--- config.mk ---
export PLATFORM = sky130hd
export DESIGN_NAME = acv_queue
export DESIGN_NICKNAME = d
export VERILOG_FILES = /design/src/sv/acv_pkg.sv /design/src/sv/acv_queue.sv
export SDC_FILE = /design/constraint.sdc
export NUM_CORES = 1
export LEC_CHECK = 0
export BUFFER_PORTS_ARGS = -buffer_cell sky130_fd_sc_hd__buf_2
export CAP_MARGIN = 20
export CORE_MARGIN = 2
export CORE_UTILIZATION = 35
export CTS_CLUSTER_SIZE = 16
export DETAILED_ROUTE_END_ITERATION = 8
export PLACE_DENSITY = 0.65
export SETUP_SLACK_MARGIN = 0.5
export SLEW_MARGIN = 10
export SYNTH_ARGS = -nofsm -noshare
export SYNTH_HDL_FRONTEND = slang
export SYNTH_SLANG_ARGS = --single-unit
--- constraint.sdc ---
create_clock -name aclk -period 12.2 [get_ports aclk]
set_input_delay 2.44 -clock aclk [delete_from_list [all_inputs] [get_ports aclk]]
set_output_delay 2.44 -clock aclk [all_outputs]
set_load 0.03 [all_outputs]
--- src/sv/acv_pkg.sv ---
// package: aes tables, round functions and shared types for the challenge verifier
`default_nettype none
package acv_pkg;

    localparam int BLK_W    = 128;
    localparam int HALF_W   = 64;
    localparam int NUM_RND  = 10;
    localparam int RK_CNT   = NUM_RND + 1;
    localparam int Q_DEPTH  = 4;
    localparam int CFG_IDX_W = 2;

    // configuration register indexes
    localparam logic [CFG_IDX_W-1:0] KEY_HIGH_IDX = 2'd0;
    localparam logic [CFG_IDX_W-1:0] KEY_LOW_IDX  = 2'd1;

    // one accepted transaction: encrypted response, peer challenge, expected challenge
    typedef struct packed {
        logic [BLK_W-1:0] resp;
        logic [BLK_W-1:0] chal;
        logic [BLK_W-1:0] expect_blk;
    } item_t;

    // queue status toward the front and back
    typedef struct packed {
        logic full;
        logic empty;
    } q_stat_t;

    typedef logic [RK_CNT-1:0][BLK_W-1:0] rk_set_t;

    // forward s-box, entry 0 in the top byte
    localparam logic [2047:0] SBOX_V = {
        256'h637c777bf26b6fc53001672bfed7ab76_ca82c97dfa5947f0add4a2af9ca472c0,
        256'hb7fd9326363ff7cc34a5e5f171d83115_04c723c31896059a071280e2eb27b275,
        256'h09832c1a1b6e5aa0523bd6b329e32f84_53d100ed20fcb15b6acbbe394a4c58cf,
        256'hd0efaafb434d338545f9027f503c9fa8_51a3408f929d38f5bcb6da2110fff3d2,
        256'hcd0c13ec5f974417c4a77e3d645d1973_60814fdc222a908846eeb814de5e0bdb,
        256'he0323a0a4906245cc2d3ac629195e479_e7c8376d8dd54ea96c56f4ea657aae08,
        256'hba78252e1ca6b4c6e8dd741f4bbd8b8a_703eb5664803f60e613557b986c11d9e,
        256'he1f8981169d98e949b1e87e9ce5528df_8ca1890dbfe6426841992d0fb054bb16
    };

    // inverse s-box, entry 0 in the top byte
    localparam logic [2047:0] INV_SBOX_V = {
        256'h52096ad53036a538bf40a39e81f3d7fb_7ce339829b2fff87348e4344c4dee9cb,
        256'h547b9432a6c2233dee4c950b42fac34e_082ea16628d924b2765ba2496d8bd125,
        256'h72f8f66486689816d4a45ccc5d65b692_6c704850fdedb9da5e154657a78d9d84,
        256'h90d8ab008cbcd30af7e45805b8b34506_d02c1e8fca3f0f02c1afbd0301138a6b,
        256'h3a9111414f67dcea97f2cfcef0b4e673_96ac7422e7ad3585e2f937e81c75df6e,
        256'h47f11a711d29c5896fb7620eaa18be1b_fc563e4bc6d279209adbc0fe78cd5af4,
        256'h1fdda8338807c731b11210592780ec5f_60517fa919b54a0d2de57a9f93c99cef,
        256'ha0e03b4dae2af5b0c8ebbb3c83539961_172b047eba77d626e169146355210c7d
    };

    function automatic logic [7:0] sbox(input logic [7:0] b);
        return SBOX_V[{~b, 3'b000} +: 8];
    endfunction

    function automatic logic [7:0] inv_sbox(input logic [7:0] b);
        return INV_SBOX_V[{~b, 3'b000} +: 8];
    endfunction

    function automatic logic [7:0] xt(input logic [7:0] a);
        return {a[6:0], 1'b0} ^ (a[7] ? 8'h1b : 8'h00);
    endfunction

    // round constant for key expansion steps one to ten
    function automatic logic [7:0] rcon(input logic [3:0] n);
        logic [7:0] rc;
        case (n)
            4'd1:    rc = 8'h01;
            4'd2:    rc = 8'h02;
            4'd3:    rc = 8'h04;
            4'd4:    rc = 8'h08;
            4'd5:    rc = 8'h10;
            4'd6:    rc = 8'h20;
            4'd7:    rc = 8'h40;
            4'd8:    rc = 8'h80;
            4'd9:    rc = 8'h1b;
            4'd10:   rc = 8'h36;
            default: rc = 8'h00;
        endcase
        return rc;
    endfunction

    // next round key from the previous one
    function automatic logic [BLK_W-1:0] key_step(input logic [BLK_W-1:0] k,
                                                  input logic [7:0] rc);
        logic [31:0] w0, w1, w2, w3, tw, n0, n1, n2, n3;
        w0 = k[127:96];
        w1 = k[95:64];
        w2 = k[63:32];
        w3 = k[31:0];
        tw = {sbox(w3[23:16]) ^ rc, sbox(w3[15:8]), sbox(w3[7:0]), sbox(w3[31:24])};
        n0 = w0 ^ tw;
        n1 = w1 ^ n0;
        n2 = w2 ^ n1;
        n3 = w3 ^ n2;
        return {n0, n1, n2, n3};
    endfunction

    // one encryption round: sub bytes, shift rows, mix columns unless last, add key
    function automatic logic [BLK_W-1:0] enc_round(input logic [BLK_W-1:0] s,
                                                   input logic [BLK_W-1:0] rk,
                                                   input logic last);
        logic [15:0][7:0] a, t, m;
        logic [7:0] a0, a1, a2, a3;
        a = s;
        for (int r = 0; r < 4; r++) begin
            for (int c = 0; c < 4; c++) begin
                t[15 - (r + 4 * c)] = sbox(a[15 - (r + 4 * ((c + r) % 4))]);
            end
        end
        for (int c = 0; c < 4; c++) begin
            a0 = t[15 - 4 * c];
            a1 = t[14 - 4 * c];
            a2 = t[13 - 4 * c];
            a3 = t[12 - 4 * c];
            m[15 - 4 * c] = xt(a0) ^ xt(a1) ^ a1 ^ a2 ^ a3;
            m[14 - 4 * c] = a0 ^ xt(a1) ^ xt(a2) ^ a2 ^ a3;
            m[13 - 4 * c] = a0 ^ a1 ^ xt(a2) ^ xt(a3) ^ a3;
            m[12 - 4 * c] = xt(a0) ^ a0 ^ a1 ^ a2 ^ xt(a3);
        end
        return (last ? t : m) ^ rk;
    endfunction

    // one decryption round: inv shift rows, inv sub bytes, add key, inv mix unless last
    function automatic logic [BLK_W-1:0] dec_round(input logic [BLK_W-1:0] s,
                                                   input logic [BLK_W-1:0] rk,
                                                   input logic last);
        logic [15:0][7:0] a, t, m;
        logic [7:0] a0, a1, a2, a3;
        logic [7:0] x0, x1, x2, x3, y0, y1, y2, y3, z0, z1, z2, z3;
        a = s;
        for (int r = 0; r < 4; r++) begin
            for (int c = 0; c < 4; c++) begin
                t[15 - (r + 4 * c)] = inv_sbox(a[15 - (r + 4 * ((c + 4 - r) % 4))]);
            end
        end
        t = t ^ rk;
        for (int c = 0; c < 4; c++) begin
            a0 = t[15 - 4 * c];
            a1 = t[14 - 4 * c];
            a2 = t[13 - 4 * c];
            a3 = t[12 - 4 * c];
            x0 = xt(a0); y0 = xt(x0); z0 = xt(y0);
            x1 = xt(a1); y1 = xt(x1); z1 = xt(y1);
            x2 = xt(a2); y2 = xt(x2); z2 = xt(y2);
            x3 = xt(a3); y3 = xt(x3); z3 = xt(y3);
            // 14 = 8^4^2, 11 = 8^2^1, 13 = 8^4^1, 9 = 8^1
            m[15 - 4 * c] = (z0 ^ y0 ^ x0) ^ (z1 ^ x1 ^ a1) ^ (z2 ^ y2 ^ a2) ^ (z3 ^ a3);
            m[14 - 4 * c] = (z0 ^ a0) ^ (z1 ^ y1 ^ x1) ^ (z2 ^ x2 ^ a2) ^ (z3 ^ y3 ^ a3);
            m[13 - 4 * c] = (z0 ^ y0 ^ a0) ^ (z1 ^ a1) ^ (z2 ^ y2 ^ x2) ^ (z3 ^ x3 ^ a3);
            m[12 - 4 * c] = (z0 ^ x0 ^ a0) ^ (z1 ^ y1 ^ a1) ^ (z2 ^ a2) ^ (z3 ^ y3 ^ x3);
        end
        return last ? t : m;
    endfunction

endpackage
`default_nettype wire

--- src/sv/acv_queue.sv ---
// short queue between the accepting front and the round pipeline
`default_nettype none
module acv_queue #(
    parameter int DEPTH = acv_pkg::Q_DEPTH
) (
    input  wire logic            aclk,
    input  wire logic            aresetn,
    input  wire logic            push,
    input  wire acv_pkg::item_t  push_item,
    input  wire logic            pop,
    output acv_pkg::item_t       head_item,
    output acv_pkg::q_stat_t     stat
);
    import acv_pkg::*;

    localparam int PTR_W = (DEPTH > 1) ? $clog2(DEPTH) : 1;
    localparam int CNT_W = $clog2(DEPTH + 1);

    item_t             mem_reg [DEPTH];
    logic [PTR_W-1:0]  wr_ptr_reg;
    logic [PTR_W-1:0]  rd_ptr_reg;
    logic [CNT_W-1:0]  cnt_reg;

    // pointer and fill tracking
    always_ff @(posedge aclk) begin
        if (!aresetn) begin
            wr_ptr_reg <= '0;
            rd_ptr_reg <= '0;
            cnt_reg    <= '0;
        end else begin
            if (push) begin
                wr_ptr_reg <= (wr_ptr_reg == PTR_W'(DEPTH - 1)) ? '0 : wr_ptr_reg + 1'b1;
            end
            if (pop) begin
                rd_ptr_reg <= (rd_ptr_reg == PTR_W'(DEPTH - 1)) ? '0 : rd_ptr_reg + 1'b1;
            end
            if (push && !pop) begin
                cnt_reg <= cnt_reg + 1'b1;
            end else if (pop && !push) begin
                cnt_reg <= cnt_reg - 1'b1;
            end
        end
    end

    // storage
    always_ff @(posedge aclk) begin
        if (push) begin
            mem_reg[wr_ptr_reg] <= push_item;
        end
    end

    assign head_item  = mem_reg[rd_ptr_reg];
    assign stat.full  = (cnt_reg == CNT_W'(DEPTH));
    assign stat.empty = (cnt_reg == '0);

    assert property (@(posedge aclk) disable iff (!aresetn) !(push && stat.full))
        else $error("push into full queue");
    assert property (@(posedge aclk) disable iff (!aresetn) !(pop && stat.empty))
        else $error("pop from empty queue");
    assert property (@(posedge aclk) disable iff (!aresetn)
        push && !pop |=> cnt_reg == $past(cnt_reg) + 1'b1)
        else $error("queue count lost a push");

endmodule
`default_nettype wire

Word-level counts from Yosys, hierarchy flattened. Memory sizes are Yosys's and may differ from the RTL's. A register that Yosys moved wholly into a read port is not among the register bits. Index checks and enable logic that the tools add are counted.

Bits in registers: 7. Memory bits (writable): 1536. Input bits: 388. Output and inout bits: 386. Word-level logic and storage cells: 25. Memories kept: 1.

Add/sub/neg operators: 4. Eq/ne operators: 3. Multiplexer cells: 8. Reductions and logical operators: 6.

Memory list: mem_reg (depth 4, bits a word 384, read ports 1, clocked after memory_dff 1, write ports 1, line acv_queue.sv:19) `item_t mem_reg [DEPTH];`.

Operators by type and width (count): 2-to-1 mux 2 bit (4); 2-to-1 mux 3 bit (2); adder 2 x 1 -> 2 bit (second input constant) (2); == test 2 bit (second input constant) (2); adder 3 x 1 -> 3 bit (second input constant) (1); == test 3 bit (second input constant) (1); zero test 3 bit (1); subtractor 3 x 1 -> 3 bit (second input constant) (1); logical AND 1 bit (2); zero test 1 bit (2); 2-to-1 mux 1 bit (2); nonzero test 2 bit (1).

Logic depth before layout (Yosys ltp).
Word-level depth: 4. Gate-level depth with buffers: 7. Depth with buffers taken out: 7.

Worst setup path after synthesis. OpenSTA, ideal clock, no wires.

Path type: input port to flip-flop. From: input push. To: memory mem_reg[0][0] in the netlist's numbering (enable). Library setup time: 0.795 ns. Arrival: 11.079 ns. Required time: 11.405 ns. Setup slack: 0.327 ns. Cell stages on the path: 1. Path buffers: 0. Cells stage by stage: and2_1.

Longest elaborated chain between the ends: 2.

RTL lines: from (decl) (line acv_queue.sv:8) `input wire logic push,`; 2-to-1 mux 1 bit (line acv_queue.sv:47) `if (push) begin`; 2-to-1 mux 1 bit (not written as such) (line acv_queue.sv:48) `mem_reg[wr_ptr_reg] <= push_item;`; to (decl) (line acv_queue.sv:19).

Every way passes these cells.

==> results by group <==
Clock network
  – Clock Latency Late Sink: 0.77 ns
  – Reg clk slew, reported paths: 0.06 ns
  – Clk root buf: clkbuf_16
  – CTS Buffer Depth: 3
  – Post-CTS Resized: 0
  – Hold_buf cts: 0
  – CTS tree: yes
  – H-tree Lvls: 4
  – Setup Fix Bufs, Post-CTS: 0
  – CTS Buf Count: between 150 and 200
  – Clk sinks: around 1500

Routing
  – Post-DR wirelength/cell: between 20 and 25 microns
  – Vias per cell: between 4 and 5
  – DRC: 0
  – Final ANT Viol Nets: 0
  – Pre-Repair DR Iteration Count: 5
  – Initial drt markers: roughly 1900
  – Total Routed Length: around 120000 microns
  – Via Count: roughly 25000

Min path
  – Path type of the worst min-delay path: reg2reg
  – Worst hold path stage count: 2

STA
  – Setup Skew: about 0.019 ns
  – Final Critical Period: 6.60 ns
  – Setup TNS: 0 ns
  – Hold Vio Cnt, Final: 0
  – Fmax: 0.151 GHz
  – Worst Tran Pin Value: between 1 and 1.5 ns
  – Pins Over Slew Limit: 0
  – Slew margin rel.: 0.251
  – RSZ-0062 raised after global routing: false
  – Final period utilization: 0.541
  – Setup-failing EPs final: 0

GRT
  – Largest net degree at the start of global routing: about 140
  – First-pass GRT wire length: around 180000 microns
  – Overall Global Routing Usage: 0.144
  – Met2 GRT Util: 0.224
  – Antenna violations before repair: 56
  – GR peak layer: met2
  – GR Util met3: 0.0637
  – Met1 GRT Util: 0.182
  – Vias in the first global route: ~26000
  – Grt ovf: 0

Synth
  – Mapped Cells: 2050
  – Yosys warns: 0
  – Count of different cell masters after synthesis: 23
  – Net Count, Synth: approximately 2400
  – Post-Syn Area: 56900 sq um
  – Sequential area share after synthesis: 0.814
  – Post-Syn Area per Cell: around 28 sq um
  – Post-synthesis register bit count: about 1500

Critical path
  – Setup crit end kind: output pin
  – Crit Path Class: reg2out
  – CP Data Required Time: between 9 and 10 ns
  – Worst Reg2Reg Path Length in Cells: 5
  – Crit path max fanout: between 100 and 150
  – Startpoint Class: flop
  – Register-to-register path setup slack: 8.91 ns
  – CP arrival: about 4.2 ns

Placement
  – Placed cells: 4924
  – Port-buffer cells: ~770
  – DP Area: approximately 63000 sq um
  – GPL Wtd Cong: between 0.7 and 0.8
  – Final HPWL DP: between 70000 and 80000 microns

Outcome
  – Outcome: finished clean

Pwr
  – Pwr dens: around 180 nW/um^2
  – Static Leakage: about 23 nW
  – Worst VDD drop: between 0.1 and 0.15 mV

Finish
  – Share of cells above drive strength 1: 0.380
  – Finished layout cell area: ~68000 sq um
  – Layout area overhead: 19.9%
  – Final std cells w/o fill: roughly 5200
  – FILL cells: 13700
  – Nets@finish: 3322
  – Number of flip-flops under the largest register name: 1536

Floorplanning
  – Die Y: between 400 and 500 microns
  – I/O pin total: between 700 and 800
  – CORE AREA: 161000 sq um
  – Num rows: between 100 and 150
  – Die X: slightly above 400 microns
  – Initial Util: 0.353
  – Die area: between 150000 and 200000 sq um

Flow run
  – Maxcap violations: 0
## synthesized netlist by cell type
cell type / instances / area share
buf_2: 40 / 0.0035
xnor2_1: 1 / 0.00015
mux4_2: 131 / 0.052
ha_1: 6 / 0.0013
dfxtp_1: 9 / 0.0032
or3_1: 1 / 0.00011
mux4_1: 253 / 0.12
and2_1: 5 / 0.00055
xor2_1: 1 / 0.00015
inv_1: 4 / 0.00026
o21a_1: 1 / 0.00013
clkbuf_1: 5 / 0.00033
nor3_1: 2 / 0.00018
o21ai_0: 1 / 0.000088
buf_6: 37 / 0.0073
nor3b_1: 1 / 0.00013
edfxtp_1: 1536 / 0.81
nor2b_1: 5 / 0.00055
mux2i_1: 4 / 0.00070
fa_1: 1 / 0.00035
a21boi_0: 1 / 0.00013
buf_8: 4 / 0.0011
nor2_1: 1 / 0.000066
## critical path: stages (launching register included)
cell,delay (ns)
dfxtp_4,0.78
buf_4,0.84
buf_12,0.57
mux4_1,0.66
buf_2,0.22
## cell usage in the layout, fill, tap and decap left out, types with 2 or more instances in the layout
master	n
edfxtp_1	1536
buf_2	773
mux4_1	253
clkbuf_16	165
mux4_2	131
clkinv_1	39
clkinv_2	31
clkbuf_1	26
buf_4	17
diode_2	16
bufinv_16	11
buf_12	10
inv_6	9
dfxtp_1	7
ha_1	6
nor2b_1	5
inv_1	4
and2_4	4
mux2i_1	4
clkinvlp_4	3
nor3_1	2
dfxtp_4	2
inv_16	2
clkinv_8	2
## area by class of cell
type / instances / area, sq um / share of cell area
inverters: 4 / 15.0 / 0.000220
diodes: 16 / 40.0 / 0.000587
clock buffers: 191 / 4230 / 0.0620
multi-input cells: 415 / 9870 / 0.145
well taps: 2160 / 2700 / 0.0396
flip-flops and latches: 1545 / 46300 / 0.679
clock inverters: 99 / 826 / 0.0121
repair buffers: 800 / 4200 / 0.0615
## report_power, final
group          switching (mW)  leakage [nW]  internal [mW]
sequential             0.0517          14.2           6.09
clock                    1.97          2.49           2.71
combinational           0.814          6.32          0.401
total                    2.84          23.0           9.20
## final timing paths
kind | to | from
max | head_item[206] | flop
min | cnt_reg[2] | cnt_reg[2]
max reg2reg | mem_reg[0][34] | wr_ptr_reg[0]
min reg2reg | cnt_reg[2] | cnt_reg[2]
## per-layer routing
| layer | wire length [microns] | vias to the layer above |
|---|---|---|
| li1 | - | 11000 |
| met1 | 49500 | 13300 |
| met2 | 57000 | 841 |
| met3 | 12100 | 235 |
| met4 | 2680 | 56 |
| met5 | 349 | - |
## cells by family after synthesis
logic type / count (synthesis) / synth area share
flops: 1545 / 0.814
buf+inv: 90 / 0.0125
simple gates: 15 / 0.00158
fa+ha+maj: 7 / 0.00167
mux: 388 / 0.169
xor+xnor: 2 / 0.000308
compound gates: 3 / 0.000352
## stage by stage
| stage | utilization | total power [mW] | hold WS, ns | setup slack [ns] |
|---|---|---|---|---|
| after floorplan | - | 7.08 | 0.472 | 4.64 |
| after global placement | 0.392 | 7.47 | 0.491 | 6.31 |
| after detailed placement | 0.392 | 7.49 | 0.503 | 6.31 |
| after CTS | 0.423 | 12.2 | 0.513 | 5.42 |
| after global routing | 0.424 | 12.5 | 0.567 | 5.32 |
| final | 0.424 | 12.0 | 0.516 | 5.60 |
Power figures use the tool's default switching activity.
