`config.mk`:
```
export PLATFORM = sky130hd
export DESIGN_NAME = acv_key_sched
export DESIGN_NICKNAME = d
export VERILOG_FILES = /design/src/sv/acv_pkg.sv /design/src/sv/acv_key_sched.sv
export SDC_FILE = /design/constraint.sdc
export NUM_CORES = 2
export LEC_CHECK = 0
export ABC_AREA = 1
export BUFFER_PORTS_ARGS = -buffer_cell sky130_fd_sc_hd__buf_2
export CELL_PAD_IN_SITES_DETAIL_PLACEMENT = 2
export CELL_PAD_IN_SITES_GLOBAL_PLACEMENT = 2
export CORE_AREA = 3 3 581 583
export CTS_BUF_LIST = sky130_fd_sc_hd__clkbuf_4 sky130_fd_sc_hd__clkbuf_8
export CTS_CLUSTER_SIZE = 28
export DETAILED_ROUTE_END_ITERATION = 7
export DIE_AREA = 0 0 584 586
export GPL_TIMING_DRIVEN = 1
export PLACE_DENSITY = 0.53
export SETUP_SLACK_MARGIN = 0.1
export SYNTH_ARGS = -nofsm -noshare
export SYNTH_HDL_FRONTEND = slang
export SYNTH_SLANG_ARGS = --single-unit
```
`constraint.sdc`:
```
create_clock -name aclk -period 26.1 [get_ports aclk]
set_input_delay 5.22 -clock aclk [delete_from_list [all_inputs] [get_ports aclk]]
set_output_delay 5.22 -clock aclk [all_outputs]
set_load 0.01 [all_outputs]
```
`src/sv/acv_pkg.sv`:
```
// package: aes tables, round functions and shared types for the challenge verifier
`default_nettype none
package acv_pkg;

    localparam int BLK_W    = 128;
    localparam int HALF_W   = 64;
    localparam int NUM_RND  = 10;
    localparam int RK_CNT   = NUM_RND + 1;
    localparam int Q_DEPTH  = 4;
    localparam int CFG_IDX_W = 2;

    // configuration register indexes
    localparam logic [CFG_IDX_W-1:0] KEY_HIGH_IDX = 2'd0;
    localparam logic [CFG_IDX_W-1:0] KEY_LOW_IDX  = 2'd1;

    // one accepted transaction: encrypted response, peer challenge, expected challenge
    typedef struct packed {
        logic [BLK_W-1:0] resp;
        logic [BLK_W-1:0] chal;
        logic [BLK_W-1:0] expect_blk;
    } item_t;

    // queue status toward the front and back
    typedef struct packed {
        logic full;
        logic empty;
    } q_stat_t;

    typedef logic [RK_CNT-1:0][BLK_W-1:0] rk_set_t;

    // forward s-box, entry 0 in the top byte
    localparam logic [2047:0] SBOX_V = {
        256'h637c777bf26b6fc53001672bfed7ab76_ca82c97dfa5947f0add4a2af9ca472c0,
        256'hb7fd9326363ff7cc34a5e5f171d83115_04c723c31896059a071280e2eb27b275,
        256'h09832c1a1b6e5aa0523bd6b329e32f84_53d100ed20fcb15b6acbbe394a4c58cf,
        256'hd0efaafb434d338545f9027f503c9fa8_51a3408f929d38f5bcb6da2110fff3d2,
        256'hcd0c13ec5f974417c4a77e3d645d1973_60814fdc222a908846eeb814de5e0bdb,
        256'he0323a0a4906245cc2d3ac629195e479_e7c8376d8dd54ea96c56f4ea657aae08,
        256'hba78252e1ca6b4c6e8dd741f4bbd8b8a_703eb5664803f60e613557b986c11d9e,
        256'he1f8981169d98e949b1e87e9ce5528df_8ca1890dbfe6426841992d0fb054bb16
    };

    // inverse s-box, entry 0 in the top byte
    localparam logic [2047:0] INV_SBOX_V = {
        256'h52096ad53036a538bf40a39e81f3d7fb_7ce339829b2fff87348e4344c4dee9cb,
        256'h547b9432a6c2233dee4c950b42fac34e_082ea16628d924b2765ba2496d8bd125,
        256'h72f8f66486689816d4a45ccc5d65b692_6c704850fdedb9da5e154657a78d9d84,
        256'h90d8ab008cbcd30af7e45805b8b34506_d02c1e8fca3f0f02c1afbd0301138a6b,
        256'h3a9111414f67dcea97f2cfcef0b4e673_96ac7422e7ad3585e2f937e81c75df6e,
        256'h47f11a711d29c5896fb7620eaa18be1b_fc563e4bc6d279209adbc0fe78cd5af4,
        256'h1fdda8338807c731b11210592780ec5f_60517fa919b54a0d2de57a9f93c99cef,
        256'ha0e03b4dae2af5b0c8ebbb3c83539961_172b047eba77d626e169146355210c7d
    };

    function automatic logic [7:0] sbox(input logic [7:0] b);
        return SBOX_V[{~b, 3'b000} +: 8];
    endfunction

    function automatic logic [7:0] inv_sbox(input logic [7:0] b);
        return INV_SBOX_V[{~b, 3'b000} +: 8];
    endfunction

    function automatic logic [7:0] xt(input logic [7:0] a);
        return {a[6:0], 1'b0} ^ (a[7] ? 8'h1b : 8'h00);
    endfunction

    // round constant for key expansion steps one to ten
    function automatic logic [7:0] rcon(input logic [3:0] n);
        logic [7:0] rc;
        case (n)
            4'd1:    rc = 8'h01;
            4'd2:    rc = 8'h02;
            4'd3:    rc = 8'h04;
            4'd4:    rc = 8'h08;
            4'd5:    rc = 8'h10;
            4'd6:    rc = 8'h20;
            4'd7:    rc = 8'h40;
            4'd8:    rc = 8'h80;
            4'd9:    rc = 8'h1b;
            4'd10:   rc = 8'h36;
            default: rc = 8'h00;
        endcase
        return rc;
    endfunction

    // next round key from the previous one
    function automatic logic [BLK_W-1:0] key_step(input logic [BLK_W-1:0] k,
                                                  input logic [7:0] rc);
        logic [31:0] w0, w1, w2, w3, tw, n0, n1, n2, n3;
        w0 = k[127:96];
        w1 = k[95:64];
        w2 = k[63:32];
        w3 = k[31:0];
        tw = {sbox(w3[23:16]) ^ rc, sbox(w3[15:8]), sbox(w3[7:0]), sbox(w3[31:24])};
        n0 = w0 ^ tw;
        n1 = w1 ^ n0;
        n2 = w2 ^ n1;
        n3 = w3 ^ n2;
        return {n0, n1, n2, n3};
    endfunction

    // one encryption round: sub bytes, shift rows, mix columns unless last, add key
    function automatic logic [BLK_W-1:0] enc_round(input logic [BLK_W-1:0] s,
                                                   input logic [BLK_W-1:0] rk,
                                                   input logic last);
        logic [15:0][7:0] a, t, m;
        logic [7:0] a0, a1, a2, a3;
        a = s;
        for (int r = 0; r < 4; r++) begin
            for (int c = 0; c < 4; c++) begin
                t[15 - (r + 4 * c)] = sbox(a[15 - (r + 4 * ((c + r) % 4))]);
            end
        end
        for (int c = 0; c < 4; c++) begin
            a0 = t[15 - 4 * c];
            a1 = t[14 - 4 * c];
            a2 = t[13 - 4 * c];
            a3 = t[12 - 4 * c];
            m[15 - 4 * c] = xt(a0) ^ xt(a1) ^ a1 ^ a2 ^ a3;
            m[14 - 4 * c] = a0 ^ xt(a1) ^ xt(a2) ^ a2 ^ a3;
            m[13 - 4 * c] = a0 ^ a1 ^ xt(a2) ^ xt(a3) ^ a3;
            m[12 - 4 * c] = xt(a0) ^ a0 ^ a1 ^ a2 ^ xt(a3);
        end
        return (last ? t : m) ^ rk;
    endfunction

    // one decryption round: inv shift rows, inv sub bytes, add key, inv mix unless last
    function automatic logic [BLK_W-1:0] dec_round(input logic [BLK_W-1:0] s,
                                                   input logic [BLK_W-1:0] rk,
                                                   input logic last);
        logic [15:0][7:0] a, t, m;
        logic [7:0] a0, a1, a2, a3;
        logic [7:0] x0, x1, x2, x3, y0, y1, y2, y3, z0, z1, z2, z3;
        a = s;
        for (int r = 0; r < 4; r++) begin
            for (int c = 0; c < 4; c++) begin
                t[15 - (r + 4 * c)] = inv_sbox(a[15 - (r + 4 * ((c + 4 - r) % 4))]);
            end
        end
        t = t ^ rk;
        for (int c = 0; c < 4; c++) begin
            a0 = t[15 - 4 * c];
            a1 = t[14 - 4 * c];
            a2 = t[13 - 4 * c];
            a3 = t[12 - 4 * c];
            x0 = xt(a0); y0 = xt(x0); z0 = xt(y0);
            x1 = xt(a1); y1 = xt(x1); z1 = xt(y1);
            x2 = xt(a2); y2 = xt(x2); z2 = xt(y2);
            x3 = xt(a3); y3 = xt(x3); z3 = xt(y3);
            // 14 = 8^4^2, 11 = 8^2^1, 13 = 8^4^1, 9 = 8^1
            m[15 - 4 * c] = (z0 ^ y0 ^ x0) ^ (z1 ^ x1 ^ a1) ^ (z2 ^ y2 ^ a2) ^ (z3 ^ a3);
            m[14 - 4 * c] = (z0 ^ a0) ^ (z1 ^ y1 ^ x1) ^ (z2 ^ x2 ^ a2) ^ (z3 ^ y3 ^ a3);
            m[13 - 4 * c] = (z0 ^ y0 ^ a0) ^ (z1 ^ a1) ^ (z2 ^ y2 ^ x2) ^ (z3 ^ x3 ^ a3);
            m[12 - 4 * c] = (z0 ^ x0 ^ a0) ^ (z1 ^ y1 ^ a1) ^ (z2 ^ a2) ^ (z3 ^ y3 ^ x3);
        end
        return last ? t : m;
    endfunction

endpackage
`default_nettype wire

```
`src/sv/acv_key_sched.sv`:
```
// key registers and round key expansion, one round key per cycle
`default_nettype none
module acv_key_sched (
    input  wire logic                           aclk,
    input  wire logic                           aresetn,
    input  wire logic                           cfg_wr_en,
    input  wire logic [acv_pkg::CFG_IDX_W-1:0]  cfg_addr,
    input  wire logic [acv_pkg::HALF_W-1:0]     cfg_wdata,
    output logic                                busy,
    output acv_pkg::rk_set_t                    round_keys
);
    import acv_pkg::*;

    logic [HALF_W-1:0] key_high_reg;
    logic [HALF_W-1:0] key_low_reg;
    logic              busy_reg;
    logic [3:0]        cnt_reg;
    logic [BLK_W-1:0]  cur_reg;
    logic [BLK_W-1:0]  rk_reg [RK_CNT];
    logic [BLK_W-1:0]  step_next;

    // register writes and expansion control
    always_ff @(posedge aclk) begin
        if (!aresetn) begin
            key_high_reg <= '0;
            key_low_reg  <= '0;
            busy_reg     <= 1'b1;
            cnt_reg      <= '0;
        end else if (cfg_wr_en) begin
            if (cfg_addr == KEY_HIGH_IDX) begin
                key_high_reg <= cfg_wdata;
            end
            if (cfg_addr == KEY_LOW_IDX) begin
                key_low_reg <= cfg_wdata;
            end
            busy_reg <= 1'b1;
            cnt_reg  <= '0;
        end else if (busy_reg) begin
            cnt_reg <= cnt_reg + 4'd1;
            if (cnt_reg == 4'(NUM_RND)) begin
                busy_reg <= 1'b0;
            end
        end
    end

    assign step_next = key_step(cur_reg, rcon(cnt_reg));

    // round key store
    always_ff @(posedge aclk) begin
        if (busy_reg && !cfg_wr_en) begin
            if (cnt_reg == 4'd0) begin
                rk_reg[0] <= {key_high_reg, key_low_reg};
                cur_reg   <= {key_high_reg, key_low_reg};
            end else begin
                rk_reg[cnt_reg] <= step_next;
                cur_reg         <= step_next;
            end
        end
    end

    always_comb begin
        for (int i = 0; i < RK_CNT; i++) begin
            round_keys[i] = rk_reg[i];
        end
    end

    assign busy = busy_reg;

    // expansion finishes only after the last round key
    assert property (@(posedge aclk) disable iff (!aresetn)
        busy_reg && !cfg_wr_en && cnt_reg != 4'(NUM_RND) |=> busy_reg)
        else $error("key expansion ended early");
    assert property (@(posedge aclk) disable iff (!aresetn)
        cfg_wr_en |=> busy_reg && cnt_reg == 4'd0)
        else $error("key write did not restart expansion");
    assert property (@(posedge aclk) disable iff (!aresetn)
        busy_reg |-> cnt_reg <= 4'(NUM_RND))
        else $error("expansion counter out of range");

endmodule
`default_nettype wire

```
# After elaboration in Yosys (flattened, before gate mapping)
# Memories as Yosys holds them, arrays and structs flattened. A register that Yosys moved wholly into a read port is not among the register bits.
# Index checks and enable logic that the tools add are counted.
# W data, S select, Z words.
[word_totals]
register_bits = 261
ramBits = 1408
romBits = 128
inputBits = 69
out_inout_bits = 1409
wordCells = 46
n_memories = 2
[classes]
n_addsub = 1
n_eq_ne = 2
shifts = 4
n_mux = 14
bitwise = 10
reduce_logical = 8
[mem_list]
columns = ["name", "depth", "width", "rd", "rd_clocked_by_memory_dff", "write_ports", "line", "source"]
rows = [
  ["rk_reg", 11, 128, 11, 0, 1, "acv_key_sched.sv:19", "logic [BLK_W-1:0] rk_reg [RK_CNT];"],
  ["(name not given)", 16, 8, 1, 1, 0, "acv_pkg.sv:70", "case (n)"],
]
[ops]
columns = ["op", "n"]
rows = [
  ["$shiftx A2048 B12 Y8 const A", 4],
  ["$mux W128", 2],
  ["$reduce_or A128 Y1", 1],
  ["$xor A32 B32 Y32", 4],
  ["$not A8 Y8", 4],
  ["$mux W4", 3],
  ["$mux W1", 9],
  ["$xor A8 B8 Y8", 1],
  ["$add A4 B1 Y4 const B", 1],
  ["$eq A4 B4 Y1 const B", 1],
  ["$logic_not A4 Y1", 1],
  ["$reduce_and A2 Y1", 2],
  ["$eq A2 B1 Y1 const B", 1],
  ["$logic_not A2 Y1", 1],
  ["$reduce_or A2 Y1", 1],
  ["$logic_and A1 B1 Y1", 1],
  ["$logic_not A1 Y1", 1],
  ["$not A1 Y1", 1],
]

# Longest topological paths before layout
[logic_depth]
ltp_word = 8
depth_mapped = 22
mapped_depth_nobuf = 21

# Worst setup path before layout
# Ideal clock, no wire load.
[synth_timing]
kind = "input to register"
from = "input port cfg_wr_en"
to = "memory rk_reg[3][0] (enable)"
setup_time_ns = 0.772
arrival_time_ns = 21.073
t_required_ns = 25.328
slack_ns = 4.255
cell_stages = 7
n_path_buf = 2
path_cell_list = "nor2_1 -> nand2_1 -> buf_2 -> buf_2 -> nor2_1 -> inv_1 -> nor3_1"
[synth_between]
elab_chain_cells = 6
word_cells_on_any_way = 9
classes_between = "6 x mux; 3 x reduce/logical"
[synth_lines]
columns = ["item", "line", "source"]
rows = [
  ["from (decl)", "acv_key_sched.sv:6", "input wire logic cfg_wr_en,"],
  ["$logic_not A1 Y1 *", "acv_key_sched.sv:50", "if (busy_reg && !cfg_wr_en) begin"],
  ["$logic_and A1 B1 Y1 *", "acv_key_sched.sv:50", ""],
  ["$mux W1", "acv_key_sched.sv:50", ""],
  ["$mux W1 (not written as such)", "acv_key_sched.sv:55", "rk_reg[cnt_reg] <= step_next;"],
  ["$reduce_or A128 Y1 (no line)", "-", ""],
  ["$mux W4 (no line) / $mux W1 (equally long branches)", "-", ""],
  ["to (decl)", "acv_key_sched.sv:19", ""],
]
# Mark *: on every way between the ends. The rest lies on a longest branch, timed or not.

# Worst setup path after layout
[layout_timing]
from = "input port cfg_wr_en"
to = "memory rk_reg[4][11] (enable)"
# Same word-level chain as after synthesis.

==> flow_summary.yaml <==
timing:
  min_period_ps: 10490
  maxSlewHeadroom_pct: -0.1360
  slew_violations: 7
  hold_viol_final: 0
  finalSetupTns_ps: 0
  setup_viol: 0
  fin_skew_ps: 123.4
  hold_slack_ps: 465.5
  rsz0062_at_grt: "false"
  clock.fmax_mhz: 95.29
  post-route-period-util_pct: 40.21
  tightest_slew_ps: 1502
worst_setup_path:
  cp_slowest_cell: "nor2_4"
  crit_top_cell: "buf_4"
  criticalPathCategory: "input pin to flop"
  worst-path-max-fanout: 50
  critical_path_arrival_ps: 11020
  cp_cell_sequence: "buf_2, nor2_4, buf_4, nand2_4, inv_2, buf_4, nand3_1, nor2_4, buf_4, buf_4, buf_4"
  cpPeakStageDelay_ps: 770
  cp_top_family: "buffers and inverters"
  path_buf_inv: 7
  crit_path_end_kind: "flop"
  worstPathRequired_ps: 26630
  cp-start-kind: "input pin"
synthesis:
  synth.area.mux_share_pct: 0
  synth_seq_area_share_pct: 71.72
  netlist_area_um2: 68250
  syn_inst: 5911
  synth-simple-area-share_pct: 18.73
  synth_cell_types: 32
  yosysWarnings: 0
  synth_compound_area_share_pct: 4.176
  synth_fa_ha_area_share_pct: 1.228
  synthXorXnorAreaFrac_pct: 0.1027
  syn-num-nets: 6047
  syn_avg_cell_area_um2: 11.55
  synth_top_family_by_area: "simple AND/OR/NAND/NOR gates"
  ys_seq_elements: 1677
routing:
  route.vias.total: 56300
  first_iter_violations: 4505
  first_pass_iters: 5
  routedWlPerCell_um: 31.50
  viasPerCell: 4.554
  totalWireLength_mm: 389.3
  ant_nets: 0
  drc: 0
cells_and_area:
  drive_gt1_share_pct: 28.51
  layout_commonest_cell: "edfxtp_1"
  layout_common_cells: "edfxtp_1, buf_2, nand2_1, nand3_1, inv_1"
  area_growth_pct: 28.10
  largest_reg_flops: 1408
  final_util_pct: 26.24
  final_nets: 7634
  nFillCells: 37190
grt:
  antenna_found_initial: 83
  grt_overflow: 0
  grt_max_degree: 121
  grt_pass1_wl_mm: 517.2
  grt_pass1_vias: 57790
  grt_usage_pct: 21.76
placement:
  port_buffers: 1477
  gp_congestion: 0.8869
  dp_hpwl_mm: 288.5
clock_network:
  cts_htree_levels: 5
  cts-resized-gates: 0
  ctsHoldBuffers: 0
  root_buffer: "clkbuf_8"
  cts.sinks: 1677
  cts_setup_buffers: 0
  cts_buffers: 300
  insertion_delay_ps: 970
  clk_pin_slew_ps: 60
  cts_tree: "yes"
  cts_buffer_depth: 4
pwr:
  peakVddDrop_v: 0.00004344
  p_per_area_nw_per_um2: 77.30
  p_leak_uw: 0.03499
floorplanning:
  ios: 1478
  die_h_um: 586
  die_w_um: 584
  rows: 212
  start_util_pct: 20.49
  die_area_um2: 342200
  core-area_um2: 333200
min_path:
  min_path_type: "flop to flop"
run_status:
  violations: "max-slew violations"
  status: "finished with violations"
flow_run:
  drv_cap: 0
==> worst paths after layout <==
path | startpoint | to | slack, ps | cells past startpoint
setup reg to reg | busy$_SDFF_PP1_ | rk_reg[4][11]$_DFFE_PP_ | 19470 | 11
setup / recovery | cfg_wr_en | rk_reg[4][11]$_DFFE_PP_ | 15610 | 11
hold / removal | key_low_reg[21]$_SDFFE_PN0P_ | key_low_reg[21]$_SDFFE_PN0P_ | 470 | 2
hold reg to reg | key_low_reg[21]$_SDFFE_PN0P_ | key_low_reg[21]$_SDFFE_PN0P_ | 470 | 2
==> worst min-delay path, stage by stage (launching register included) <==
cell     delay, ps
dfxtp_1        320
inv_1           50
a21oi_1         50
==> final cells by class <==
| class | instances | area, um2 | area share (%) |
|---|---|---|---|
| diodes | 243 | 608.1 | 0.6955 |
| repair buffers | 1577 | 8224 | 9.407 |
| multi-input cells | 3593 | 16960 | 19.39 |
| clock inverters | 118 | 757.0 | 0.8658 |
| inverters | 349 | 1329 | 1.520 |
| well taps | 4387 | 5489 | 6.278 |
| clock buffers | 417 | 5120 | 5.856 |
| flip-flops and latches | 1677 | 48950 | 55.98 |
==> metrics by stage <==
stage / power (uW) / instance area (um2) / instances / setup WS (ps)
2_1_floorplan: 3776 / 68250 / 5911 / 4255
3_3_place_gp: 4296 / 80940 / 11580 / 14750
3_5_place_dp: 4317 / 80940 / 11580 / 14570
4_1_cts: 6835 / 86820 / 12120 / 15570
5_1_grt: 7047 / 87390 / 12340 / 15330
6_report: 6759 / 87430 / 12360 / 15610
==> power breakdown <==
| group | switching (uW) | leakage [uW] | total [uW] | internal, uW |
|---|---|---|---|---|
| Sequential | 42.0 | 0.0157 | 3090 | 3040 |
| Clock | 1180 | 0.00312 | 2500 | 1330 |
| Combinational | 914 | 0.0162 | 1170 | 256 |
==> synthesized netlist by cell type <==
master	instances	area [um2]
clkbuf_1	134	503.0
xor2_1	7	61.31
buf_6	19	214.0
edfxtp_1	1536	46120
o21ai_1	25	125.1
o21ai_0	339	1697
nand3_1	1148	5746
clkinv_1	6	22.52
dfxtp_1	141	2823
or2_2	2	12.51
xnor2_1	1	8.760
nand4_1	12	75.07
ha_1	67	838.3
a31oi_1	7	43.79
nand2_1	1435	5386
nor3_1	7	35.03
nor4_1	4	25.02
nand2_4	2	22.52
nand3b_1	21	157.7
a21oi_2	5	43.79
inv_4	4	25.02
buf_2	82	410.4
inv_2	15	56.30
buf_4	27	202.7
buf_1	30	112.6
nor2_2	10	62.56
a21oi_1	173	865.8
nor2_1	295	1107
inv_1	324	1216
nor2_4	2	22.52
o211ai_1	10	75.07
nand2_2	21	131.4
==> routing by layer <==
layer / global-route usage, % / part of all wire, % / vias up
met5: 0 / 0.064 / -
met4: 9.176 / 4.7 / 38
met3: 5.646 / 7.3 / 532
met2: 38.06 / 50 / 2157
met1: 25.08 / 38 / 29350
li1: - / - / 24220
==> kinds of logic (layout without fill, tap and decap cells) <==
| kind of cell | count (synthesis) | in the layout |
|---|---|---|
| compound gates | 559 | 559 |
| other cells | 0 | 243 |
| xor+xnor | 8 | 8 |
| buf+inv | 641 | 2461 |
| simple gates | 2959 | 2959 |
| fa+ha+maj | 67 | 67 |
| flops | 1677 | 1677 |
(Power assumes the default switching activity.)
